[config.mk]
export PLATFORM = sky130hd
export DESIGN_NAME = dual_axis_half_step_stepper_driver_top_flat
export DESIGN_NICKNAME = d
export VERILOG_FILES = /design/src/rtl/stepdrv_pkg.sv /design/src/rtl/stepdrv_if.sv /design/src/rtl/stepdrv_axis.sv /design/src/rtl/dual_axis_half_step_stepper_driver_top.sv /design/src/flat_wrapper.sv
export SDC_FILE = /design/constraint.sdc
export NUM_CORES = 1
export LEC_CHECK = 0
export BUFFER_PORTS_ARGS = -buffer_cell sky130_fd_sc_hd__buf_2
export CAP_MARGIN = 20
export CORE_MARGIN = 2
export CORE_UTILIZATION = 62
export DETAILED_ROUTE_END_ITERATION = 16
export GPL_TIMING_DRIVEN = 0
export PLACE_DENSITY = 0.93
export SLEW_MARGIN = 25
export SYNTH_ARGS = -nofsm -noshare
export SYNTH_HDL_FRONTEND = slang
export SYNTH_SLANG_ARGS = --single-unit
export TNS_END_PERCENT = 100
[constraint.sdc]
create_clock -name clk_i -period 2.9 [get_ports clk_i]
set_clock_uncertainty 0.05 [all_clocks]
set_input_delay 0.145 -clock clk_i [delete_from_list [all_inputs] [get_ports clk_i]]
set_output_delay 0.145 -clock clk_i [all_outputs]
set_load 0.01 [all_outputs]
[src/rtl/stepdrv_pkg.sv]
`default_nettype none

package stepdrv_pkg;

  localparam int unsigned STEP_WIDTH    = 16;
  localparam int unsigned PENDING_WIDTH = 16;
  localparam int unsigned PHASE_WIDTH   = 3;
  localparam int unsigned COIL_WIDTH    = 4;
  localparam int unsigned STATUS_WIDTH  = 3;
  localparam int unsigned SAT_WIDTH     = 34;

  localparam logic signed [SAT_WIDTH-1:0] PendMax =
    SAT_WIDTH'((longint'(1) << (PENDING_WIDTH - 1)) - longint'(1));
  localparam logic signed [SAT_WIDTH-1:0] PendMin =
    SAT_WIDTH'(-(longint'(1) << (PENDING_WIDTH - 1)));

  typedef enum logic {
    ACT_TICK = 1'b0,
    ACT_MOVE = 1'b1
  } action_e;

  typedef enum logic {
    AXIS_AZ = 1'b0,
    AXIS_EL = 1'b1
  } axis_sel_e;

  typedef enum logic [STATUS_WIDTH-1:0] {
    STAT_IDLE   = 3'd0,
    STAT_REENG  = 3'd1,
    STAT_STEP   = 3'd2,
    STAT_LIMIT  = 3'd3,
    STAT_OFF    = 3'd4
  } status_e;

  typedef struct packed {
    logic tick;
    logic load;
    logic fwd_clear;
    logic back_clear;
  } axis_ctrl_t;

  typedef struct packed {
    logic [COIL_WIDTH-1:0] coils;
    status_e               status;
  } axis_res_t;

  function automatic logic [COIL_WIDTH-1:0] coil_pattern(logic [PHASE_WIDTH-1:0] phase);
    logic [COIL_WIDTH-1:0] pat;
    case (phase)
      3'd0:    pat = 4'h1;
      3'd1:    pat = 4'h3;
      3'd2:    pat = 4'h2;
      3'd3:    pat = 4'h6;
      3'd4:    pat = 4'h4;
      3'd5:    pat = 4'hC;
      3'd6:    pat = 4'h8;
      default: pat = 4'h9;
    endcase
    return pat;
  endfunction

  function automatic logic signed [PENDING_WIDTH-1:0] sat_count(
    logic signed [STEP_WIDTH-1:0] v
  );
    logic signed [SAT_WIDTH-1:0] ext;
    logic signed [SAT_WIDTH-1:0] res;
    ext = SAT_WIDTH'(v);
    if (ext > PendMax) begin
      res = PendMax;
    end else if (ext < PendMin) begin
      res = PendMin;
    end else begin
      res = ext;
    end
    return res[PENDING_WIDTH-1:0];
  endfunction

endpackage

`default_nettype wire

[src/rtl/stepdrv_if.sv]
`default_nettype none

interface stepdrv_in_if;
  logic                                        valid;
  logic                                        ready;
  logic                                        action;
  logic                                        axis;
  logic signed [stepdrv_pkg::STEP_WIDTH-1:0]   step_count;
  logic                                        right_clear;
  logic                                        left_clear;
  logic                                        up_clear;
  logic                                        down_clear;

  modport source (
    output valid, action, axis, step_count, right_clear, left_clear, up_clear, down_clear,
    input  ready
  );

  modport sink (
    input  valid, action, axis, step_count, right_clear, left_clear, up_clear, down_clear,
    output ready
  );
endinterface

interface stepdrv_out_if;
  logic                                  valid;
  logic                                  ready;
  logic [stepdrv_pkg::COIL_WIDTH-1:0]    azimuth_coils;
  logic [stepdrv_pkg::COIL_WIDTH-1:0]    elevation_coils;
  logic [stepdrv_pkg::STATUS_WIDTH-1:0]  azimuth_status;
  logic [stepdrv_pkg::STATUS_WIDTH-1:0]  elevation_status;

  modport source (
    output valid, azimuth_coils, elevation_coils, azimuth_status, elevation_status,
    input  ready
  );

  modport sink (
    input  valid, azimuth_coils, elevation_coils, azimuth_status, elevation_status,
    output ready
  );
endinterface

`default_nettype wire

[src/rtl/stepdrv_axis.sv]
`default_nettype none

module stepdrv_axis (
  input  wire                                              clk_i,
  input  wire                                              rst_ni,
  input  wire stepdrv_pkg::axis_ctrl_t                     ctrl_i,
  input  wire logic signed [stepdrv_pkg::PENDING_WIDTH-1:0] load_value_i,
  output stepdrv_pkg::axis_res_t                           res_o
);

  logic [stepdrv_pkg::PHASE_WIDTH-1:0]          phase_q, phase_d;
  logic signed [stepdrv_pkg::PENDING_WIDTH-1:0] pending_q, pending_d;
  logic [stepdrv_pkg::COIL_WIDTH-1:0]           drive_q, drive_d;
  stepdrv_pkg::status_e                         status;

  always_comb begin
    phase_d   = phase_q;
    pending_d = pending_q;
    drive_d   = drive_q;
    status    = stepdrv_pkg::STAT_IDLE;
    if (ctrl_i.load) begin
      pending_d = load_value_i;
    end else if (ctrl_i.tick) begin
      if (pending_q != '0) begin
        if (drive_q == '0) begin
          drive_d = stepdrv_pkg::coil_pattern(phase_q);
          status  = stepdrv_pkg::STAT_REENG;
        end else if (!pending_q[stepdrv_pkg::PENDING_WIDTH-1]) begin
          if (!ctrl_i.fwd_clear) begin
            pending_d = '0;
            status    = stepdrv_pkg::STAT_LIMIT;
          end else begin
            phase_d   = phase_q + stepdrv_pkg::PHASE_WIDTH'(1);
            pending_d = pending_q - stepdrv_pkg::PENDING_WIDTH'(1);
            drive_d   = stepdrv_pkg::coil_pattern(phase_d);
            status    = stepdrv_pkg::STAT_STEP;
          end
        end else begin
          if (!ctrl_i.back_clear) begin
            pending_d = '0;
            status    = stepdrv_pkg::STAT_LIMIT;
          end else begin
            phase_d   = phase_q - stepdrv_pkg::PHASE_WIDTH'(1);
            pending_d = pending_q + stepdrv_pkg::PENDING_WIDTH'(1);
            drive_d   = stepdrv_pkg::coil_pattern(phase_d);
            status    = stepdrv_pkg::STAT_STEP;
          end
        end
      end else if (drive_q != '0) begin
        drive_d = '0;
        status  = stepdrv_pkg::STAT_OFF;
      end
    end
  end

  always_ff @(posedge clk_i or negedge rst_ni) begin
    if (!rst_ni) begin
      phase_q   <= '0;
      pending_q <= '0;
      drive_q   <= '0;
    end else begin
      phase_q   <= phase_d;
      pending_q <= pending_d;
      drive_q   <= drive_d;
    end
  end

  assign res_o.coils  = drive_d;
  assign res_o.status = status;

endmodule

`default_nettype wire

[src/rtl/dual_axis_half_step_stepper_driver_top.sv]
`default_nettype none

// Two-axis half-step stepper sequencer. Each input beat is either a move, which loads the
// signed pending half-step count of one axis, or a tick, which advances both axes by at most
// one half step and reports the new coil drive and a status code per axis. One beat is
// accepted every cycle while results are taken; each beat passes an input register and
// then the axis update that loads the result register. A stalled result holds the
// pipeline, and ready drops only while both registers are full.

module dual_axis_half_step_stepper_driver_top (
  input wire            clk_i,
  input wire            rst_ni,
  stepdrv_in_if.sink    in_i,
  stepdrv_out_if.source out_o
);

  logic                                        in_valid_q;
  logic                                        action_q;
  logic                                        axis_q;
  logic signed [stepdrv_pkg::STEP_WIDTH-1:0]   step_q;
  logic                                        right_q, left_q, up_q, down_q;
  logic                                        out_valid_q;
  stepdrv_pkg::axis_res_t                      az_res_q, el_res_q;
  logic                                        advance;
  logic                                        in_ready;
  logic                                        fire;
  logic                                        is_tick;
  logic                                        is_move;
  logic signed [stepdrv_pkg::PENDING_WIDTH-1:0] load_value;
  stepdrv_pkg::axis_ctrl_t                     az_ctrl, el_ctrl;
  stepdrv_pkg::axis_res_t                      az_res, el_res;

  assign advance  = !out_valid_q || out_o.ready;
  assign in_ready = !in_valid_q || advance;
  assign fire     = in_valid_q && advance;
  assign is_tick  = fire && (action_q == stepdrv_pkg::ACT_TICK);
  assign is_move  = fire && (action_q == stepdrv_pkg::ACT_MOVE);
  assign load_value = stepdrv_pkg::sat_count(step_q);

  assign az_ctrl.tick       = is_tick;
  assign az_ctrl.load       = is_move && (axis_q == stepdrv_pkg::AXIS_AZ);
  assign az_ctrl.fwd_clear  = right_q;
  assign az_ctrl.back_clear = left_q;
  assign el_ctrl.tick       = is_tick;
  assign el_ctrl.load       = is_move && (axis_q == stepdrv_pkg::AXIS_EL);
  assign el_ctrl.fwd_clear  = up_q;
  assign el_ctrl.back_clear = down_q;

  stepdrv_axis u_az (
    .clk_i        (clk_i),
    .rst_ni       (rst_ni),
    .ctrl_i       (az_ctrl),
    .load_value_i (load_value),
    .res_o        (az_res)
  );

  stepdrv_axis u_el (
    .clk_i        (clk_i),
    .rst_ni       (rst_ni),
    .ctrl_i       (el_ctrl),
    .load_value_i (load_value),
    .res_o        (el_res)
  );

  always_ff @(posedge clk_i or negedge rst_ni) begin
    if (!rst_ni) begin
      in_valid_q  <= 1'b0;
      out_valid_q <= 1'b0;
    end else begin
      if (in_ready) begin
        in_valid_q <= in_i.valid;
      end
      if (advance) begin
        out_valid_q <= in_valid_q;
      end
    end
  end

  always_ff @(posedge clk_i) begin
    if (in_i.valid && in_ready) begin
      action_q <= in_i.action;
      axis_q   <= in_i.axis;
      step_q   <= in_i.step_count;
      right_q  <= in_i.right_clear;
      left_q   <= in_i.left_clear;
      up_q     <= in_i.up_clear;
      down_q   <= in_i.down_clear;
    end
    if (fire) begin
      az_res_q <= az_res;
      el_res_q <= el_res;
    end
  end

  assign in_i.ready             = in_ready;
  assign out_o.valid            = out_valid_q;
  assign out_o.azimuth_coils    = az_res_q.coils;
  assign out_o.elevation_coils  = el_res_q.coils;
  assign out_o.azimuth_status   = az_res_q.status;
  assign out_o.elevation_status = el_res_q.status;

`ifndef SYNTHESIS
  a_ready_when_out_free: assert property (@(posedge clk_i) disable iff (!rst_ni)
    !out_valid_q |-> in_ready)
    else $error("Input ready is low while the result register is free.");

  a_held_beat_stays: assert property (@(posedge clk_i) disable iff (!rst_ni)
    in_valid_q && !advance |=> in_valid_q)
    else $error("A held input beat was lost.");

  a_off_means_zero: assert property (@(posedge clk_i) disable iff (!rst_ni)
    out_valid_q && (az_res_q.status == stepdrv_pkg::STAT_OFF) |-> (az_res_q.coils == '0))
    else $error("Azimuth switched off but coils are still driven.");

  a_step_energized: assert property (@(posedge clk_i) disable iff (!rst_ni)
    out_valid_q && (el_res_q.status == stepdrv_pkg::STAT_STEP)
      |-> ($countones(el_res_q.coils) == 1 || $countones(el_res_q.coils) == 2))
    else $error("Elevation stepped to a coil pattern outside the half-step table.");

  a_move_quiet: assert property (@(posedge clk_i) disable iff (!rst_ni)
    is_move |=> (az_res_q.status == stepdrv_pkg::STAT_IDLE)
      && (el_res_q.status == stepdrv_pkg::STAT_IDLE))
    else $error("A move beat reported a nonidle status.");
`endif

endmodule

`default_nettype wire

[src/flat_wrapper.sv]
// flat-port wrapper written by rule: the top's interface ports become plain ports
module dual_axis_half_step_stepper_driver_top_flat 
  (clk_i, rst_ni, in_i_valid, in_i_action, in_i_axis, in_i_step_count, in_i_right_clear, in_i_left_clear, in_i_up_clear, in_i_down_clear, in_i_ready, out_o_valid, out_o_azimuth_coils, out_o_elevation_coils, out_o_azimuth_status, out_o_elevation_status, out_o_ready);
  stepdrv_in_if in_i_i ();
  stepdrv_out_if out_o_i ();
  input wire clk_i;
  input wire rst_ni;
  input wire logic [$bits(in_i_i.valid)-1:0] in_i_valid;
  input wire logic [$bits(in_i_i.action)-1:0] in_i_action;
  input wire logic [$bits(in_i_i.axis)-1:0] in_i_axis;
  input wire logic [$bits(in_i_i.step_count)-1:0] in_i_step_count;
  input wire logic [$bits(in_i_i.right_clear)-1:0] in_i_right_clear;
  input wire logic [$bits(in_i_i.left_clear)-1:0] in_i_left_clear;
  input wire logic [$bits(in_i_i.up_clear)-1:0] in_i_up_clear;
  input wire logic [$bits(in_i_i.down_clear)-1:0] in_i_down_clear;
  output wire logic [$bits(in_i_i.ready)-1:0] in_i_ready;
  output wire logic [$bits(out_o_i.valid)-1:0] out_o_valid;
  output wire logic [$bits(out_o_i.azimuth_coils)-1:0] out_o_azimuth_coils;
  output wire logic [$bits(out_o_i.elevation_coils)-1:0] out_o_elevation_coils;
  output wire logic [$bits(out_o_i.azimuth_status)-1:0] out_o_azimuth_status;
  output wire logic [$bits(out_o_i.elevation_status)-1:0] out_o_elevation_status;
  input wire logic [$bits(out_o_i.ready)-1:0] out_o_ready;
  assign in_i_i.valid = in_i_valid;
  assign in_i_i.action = in_i_action;
  assign in_i_i.axis = in_i_axis;
  assign in_i_i.step_count = in_i_step_count;
  assign in_i_i.right_clear = in_i_right_clear;
  assign in_i_i.left_clear = in_i_left_clear;
  assign in_i_i.up_clear = in_i_up_clear;
  assign in_i_i.down_clear = in_i_down_clear;
  assign in_i_ready = in_i_i.ready;
  assign out_o_valid = out_o_i.valid;
  assign out_o_azimuth_coils = out_o_i.azimuth_coils;
  assign out_o_elevation_coils = out_o_i.elevation_coils;
  assign out_o_azimuth_status = out_o_i.azimuth_status;
  assign out_o_elevation_status = out_o_i.elevation_status;
  assign out_o_i.ready = out_o_ready;
  dual_axis_half_step_stepper_driver_top u_core (.clk_i(clk_i), .rst_ni(rst_ni), .in_i(in_i_i), .out_o(out_o_i));
endmodule
# Word level (Yosys, flattened, before mapping)
# Cells that the tools add are included.
classes:
  reduce_logical: 34
  bitwise_logic: 7
  mux: 56
  magnitude_cmp: 2
  n_eq_ne: 40
  addsub: 8
ops:
  columns: ["cell", "count"]
  rows:
  - ["two-way mux 16 bit", 16]
  - ["one-hot mux 4 bit (7 select lines)", 6]
  - ["two-way mux 4 bit", 16]
  - ["== test 3 bit, second input constant", 18]
  - ["two-way mux 3 bit", 14]
  - ["== test 3 x 2 -> 1 bit, second input constant", 12]
  - ["adder 16 x 2 -> 16 bit, second input constant", 2]
  - ["nonzero test 16 bit", 2]
  - ["subtractor 16 x 2 -> 16 bit, second input constant", 2]
  - ["== test 3 x 1 -> 1 bit, second input constant", 6]
  - ["logical NOT 3 bit", 6]
  - ["> comparator 16 bit, second input constant", 1]
  - ["< comparator 16 bit, second input constant", 1]
  - ["AND reduction 6 bit", 2]
  - ["nonzero test 2 bit", 6]
  - ["logical NOT 4 bit", 2]
  - ["inequality test 2 x 1 -> 1 bit, second input constant", 4]
  - ["nonzero test 4 bit", 2]
  - ["NOT 1 bit", 7]
  - ["adder 3 x 1 -> 3 bit, second input constant", 2]
  - ["logical AND 1 bit", 6]
  - ["AND reduction 3 bit", 2]
  - ["subtractor 3 x 1 -> 3 bit, second input constant", 2]
  - ["two-way mux 1 bit", 4]
  - ["3 further kinds", 6]
totals:
  ff_bits: 84
  elab_cells: 166

# Logic depth before layout (Yosys ltp)
logic_depth:
  word_depth: 9
  mapped_depth: 10
  ltp_nobuf: 8

# Hierarchy
# A second synthesis with hierarchy kept.
unflattened:
  hier_cells: 698
  area_unflattened_um2: 6213.5
modules_own_cells:
  columns: ["module", "cells_per_inst", "area_each_um2", "n_inst"]
  rows:
  - ["stepdrv_axis at u_core.u_az", 326, 2498.6, 1]
  - ["stepdrv_axis at u_core.u_el", 308, 2436.1, 1]
  - ["dual_axis_half_step_stepper_driver_top", 64, 1278.7, 1]

# Worst setup path after synthesis
# OpenSTA, ideal clock, no wires.
synth_timing:
  path_kind: "register to register"
  start: "register u_core.u_el.phase_q[0] (netlist name)"
  end: "register u_core.el_res_q, in the netlist u_core.out_o.elevation_coils[1] (data pin)"
  stages_incl_launch_ff: 9
  t_arrival_ns: 2.154
  setup_slack_ns: 0.436
  setup_time_ns: 0.260
  required_time_ns: 2.590
  cell_sequence: "dfrtp_1 ha_1 ha_1 clkbuf_1 nor4b_1 o2111ai_1 a221oi_1 o21ai_0 a22o_1"
synth_lines:
  columns: ["item", "line_no", "text"]
  rows:
  - ["start, declared", "stepdrv_axis.sv:11", "logic [stepdrv_pkg::PHASE_WIDTH-1:0] phase_q, phase_d;"]
  - ["start signal, assigned", "stepdrv_axis.sv:62", "phase_q <= phase_d;"]
  - ["end signal, assigned", "dual_axis_half_step_stepper_driver_top.sv:91", "el_res_q <= el_res;"]
  - ["end, declared", "dual_axis_half_step_stepper_driver_top.sv:23", "stepdrv_pkg::axis_res_t az_res_q, el_res_q;"]

==> reports/metrics.csv <==
metric,value,unit
number of warnings reported in the yosys synthesis log,0,
net count after synthesis,724,
antenna violations before repair,0,
Psw,0.00300,W
vias in the first global route,5701,
number of instances in the synthesized netlist,668,
number of buffers between clock root and the deepest sink,2,
Leakage Power,2.69,nW
combinational fraction of design power,52.7,%
number of nets in the layout,800,
remaining antenna violation count after routing,0,
post-layout minimum cycle time,2.76,ns
clock-pin transition on the worst setup and hold timing paths,0.09,ns
largest voltage drop on the vdd net,0.436,mV
largest fanout on the critical path,8,
Netlist Area Pre-Place,5940,sq um
GRT Total Usage,35.2,%
"commonest non-fill, non-tap cells in the layout","nand2_1, o21ai_0, buf_2",
detail-routed net length per standard cell,20.4,microns
TritonCTS clock tree,done,
Routability Congestion,0.989,
die outline height,102,microns
CTS HTree Levels,3,
number of input and output port buffers inserted,41,
switching share of power,46.1,%
Tcrit/Tclk final,95.3,%
Hold/Removal Path Class,primary input to flop,
number of max-slew violations in the final report,0,
TNS Setup,0,ns
sequential share of power,31.0,%
ratio of cells with drive above 1 in the final layout,13.9,%
most used flip-flop cell after synthesis,dfrtp_1,
critical path startpoint category,flop,
number of remaining DRC errors,0,
wire length of the first global-routing pass,28400,microns
measured slew at the worst slew-check pin,1.07,ns
critical setup path kind,flop to flop,
relative max-transition margin,28.4,%
DR iter-0 viols,672,
half-perimeter wire length after placement,11900,microns
total congestion overflow,0,
Post CTS Setup Buffer Count,0,
fraction of registers with async set or reset after synthesis,57.1,%
count of endpoints failing setup in the final report,0,
Worst-Skew Late Latency,0.37,ns
Clock Sinks,84,
Via-to-Cell Ratio,6.93,
cell-internal power,0.00350,W
sequential-to-total area share from yosys stat,38.4,%
setup repair after global routing missed its margin,no,
total I/O pin count,42,
# Max-Cap Violations,0,
placeable core region,9280,sq um
clock share of power,16.3,%
count of cell types in the netlist,72,
layout filler cell count,692,
Post-synth EDFFs,36,
post-detailed-routing wire length,17900,microns
clock root buffer master,clkbuf_8,
average footprint of a synthesized cell,8.90,sq um
starting density of the core,64.0,%
power density normalized to cell area,954,nW/um^2
"most common cell after layout, fill and taps aside",nand2_1,
number of detailed-route iterations in the first pass,7,
crit end category,flop,
Row Count,35,
via count,6082,
critical path data arrival time,2.84,ns
flop and latch count out of synthesis,84,
count of antenna diodes in the layout,0,
run status,"finished, final reports clean",
total count of hold-check failures in the final report,0,
width of the chip,102,microns
synth-to-layout area growth,14.7,%
timing-limited maximum frequency,362,MHz
total die area,10400,sq um
Worst Path Required,2.98,ns
pin count of the biggest net entering global routing,49,
clock buffers created by TritonCTS,9,
Power Total,0.00650,W
[sequential cells by signal, indices dropped and copies added (netlist names)]
register                       count
u_core.out_o.azimuth_status        3
u_core.right_q                     1
u_core.axis_q                      1
u_core.step_q                     16
u_core.left_q                      1
u_core.u_el.pending_q             16
u_core.in_valid_q                  1
u_core.out_o.azimuth_coils         4
u_core.u_az.phase_q                3
u_core.out_o.elevation_status      3
u_core.up_q                        1
u_core.down_q                      1
u_core.u_az.pending_q             16
u_core.u_el.drive_q                4
u_core.u_el.phase_q                3
u_core.u_az.drive_q                4
u_core.out_o.elevation_coils       4
u_core.action_q                    1
u_core.out_o.valid                 1
[area by class of cell]
class | count | area (sq um) | share of cell area (%)
multi-input cells | 509 | 3290 | 48.2
flip-flops and latches | 84 | 2280 | 33.5
repair buffers | 65 | 448 | 6.57
plain buffers | 50 | 290 | 4.26
well taps | 129 | 161 | 2.37
clock buffers | 10 | 138 | 2.02
clock inverters | 6 | 111 | 1.63
inverters | 25 | 98.8 | 1.45
[stage by stage]
stage | utilization, % | cells | area [sq um] | setup slack (ns) | hold slack, ns
6_report | 73.4 | 878 | 6820 | 0.136 | 0.0244
5_1_grt | 73.4 | 878 | 6820 | 0.00923 | 0.0589
4_1_cts | 73.3 | 878 | 6800 | 0.0126 | 0.0256
3_5_place_dp | 68.0 | 838 | 6310 | 0.135 | 0.168
3_3_place_gp | 68.0 | 838 | 6310 | 0.198 | 0.271
2_1_floorplan | - | 668 | 5940 | 0.436 | -0.201
[final timing paths]
| path | start | to | slack, ns | cells after the start |
|---|---|---|---|---|
| max | u_core.u_el.phase_q[0] | u_core.out_o.elevation_coils[1] | 0.14 | 8 |
| min | out_o_ready | u_core.out_o.valid | 0.02 | 3 |
| max reg2reg | u_core.u_el.phase_q[0] | u_core.out_o.elevation_coils[1] | 0.14 | 8 |
| min reg2reg | u_core.step_q[9] | u_core.u_az.pending_q[9] | 0.48 | 2 |
| max in group asynchronous | rst_ni | u_core.u_el.pending_q[9] | 2.06 | 2 |
| min in group asynchronous | rst_ni | u_core.u_az.pending_q[11] | 0.27 | 2 |
[worst max-delay path, stage by stage (launching register included)]
cell and delay, ns:
dfrtp_1 0.48, ha_1 0.35, ha_1 0.31, clkbuf_1 0.29, nor4b_2 0.29, o2111ai_1 0.13
a221oi_1 0.29, o21ai_0 0.12, a22o_1 0.21
[power groups by stage]
stage | logic [W] | registers (W) | clock network [W]
2_1_floorplan | 0.00244 | 0.00192 | 0
3_3_place_gp | 0.00300 | 0.00198 | 0
3_5_place_dp | 0.00319 | 0.00201 | 0
4_1_cts | 0.00326 | 0.00199 | 0.00105
5_1_grt | 0.00371 | 0.00205 | 0.00109
6_report | 0.00343 | 0.00202 | 0.00106
[metal layers]
layer,vias to the layer above,GRT usage (%),share of wire (%)
li1,2664,-,-
met1,2826,47.2,38
met2,485,57.5,47
met3,107,4.92,11
met4,0,15.2,4.2
met5,-,0,0
[cell families (layout without fill, tap and decap cells)]
group / after synthesis / after routing / synth area share (%)
adder cells (fa/ha/maj): 30 / 30 / 6.32
buffers and inverters: 75 / 156 / 6.55
XOR/XNOR: 13 / 13 / 1.92
flip-flops: 84 / 84 / 38.4
multiplexers: 14 / 14 / 2.61
AO/OA/AOI/OAI: 192 / 192 / 21.0
AND/OR/NAND/NOR: 260 / 260 / 23.2
[cell usage after synthesis, types with 8 or more instances]
library cell,instances,area (sq um)
clkbuf_1,28,105
dfrtp_1,48,1200
and2_1,11,68.8
a21oi_1,31,155
nand4_1,19,119
o22ai_1,11,68.8
nor2_1,52,195
a31oi_1,19,119
nand2_1,62,233
nor3_1,26,130
nand3_1,23,115
nand2b_1,12,75.1
ha_1,30,375
buf_2,12,60.1
a211oi_1,13,97.6
o21ai_0,55,275
xnor2_1,8,70.1
nor4_1,10,62.6
edfxtp_1,36,1080
mux2i_1,11,110
inv_1,24,90.1
[what timing repair did]
action / CTS / global route
hold buffers: 24 / 0
gates resized for setup: 0 / 4
setup endpoints to repair: 0 / 5
hold endpoints to repair: 71 / 0
No activity file was read; power rests on OpenSTA's default activity.
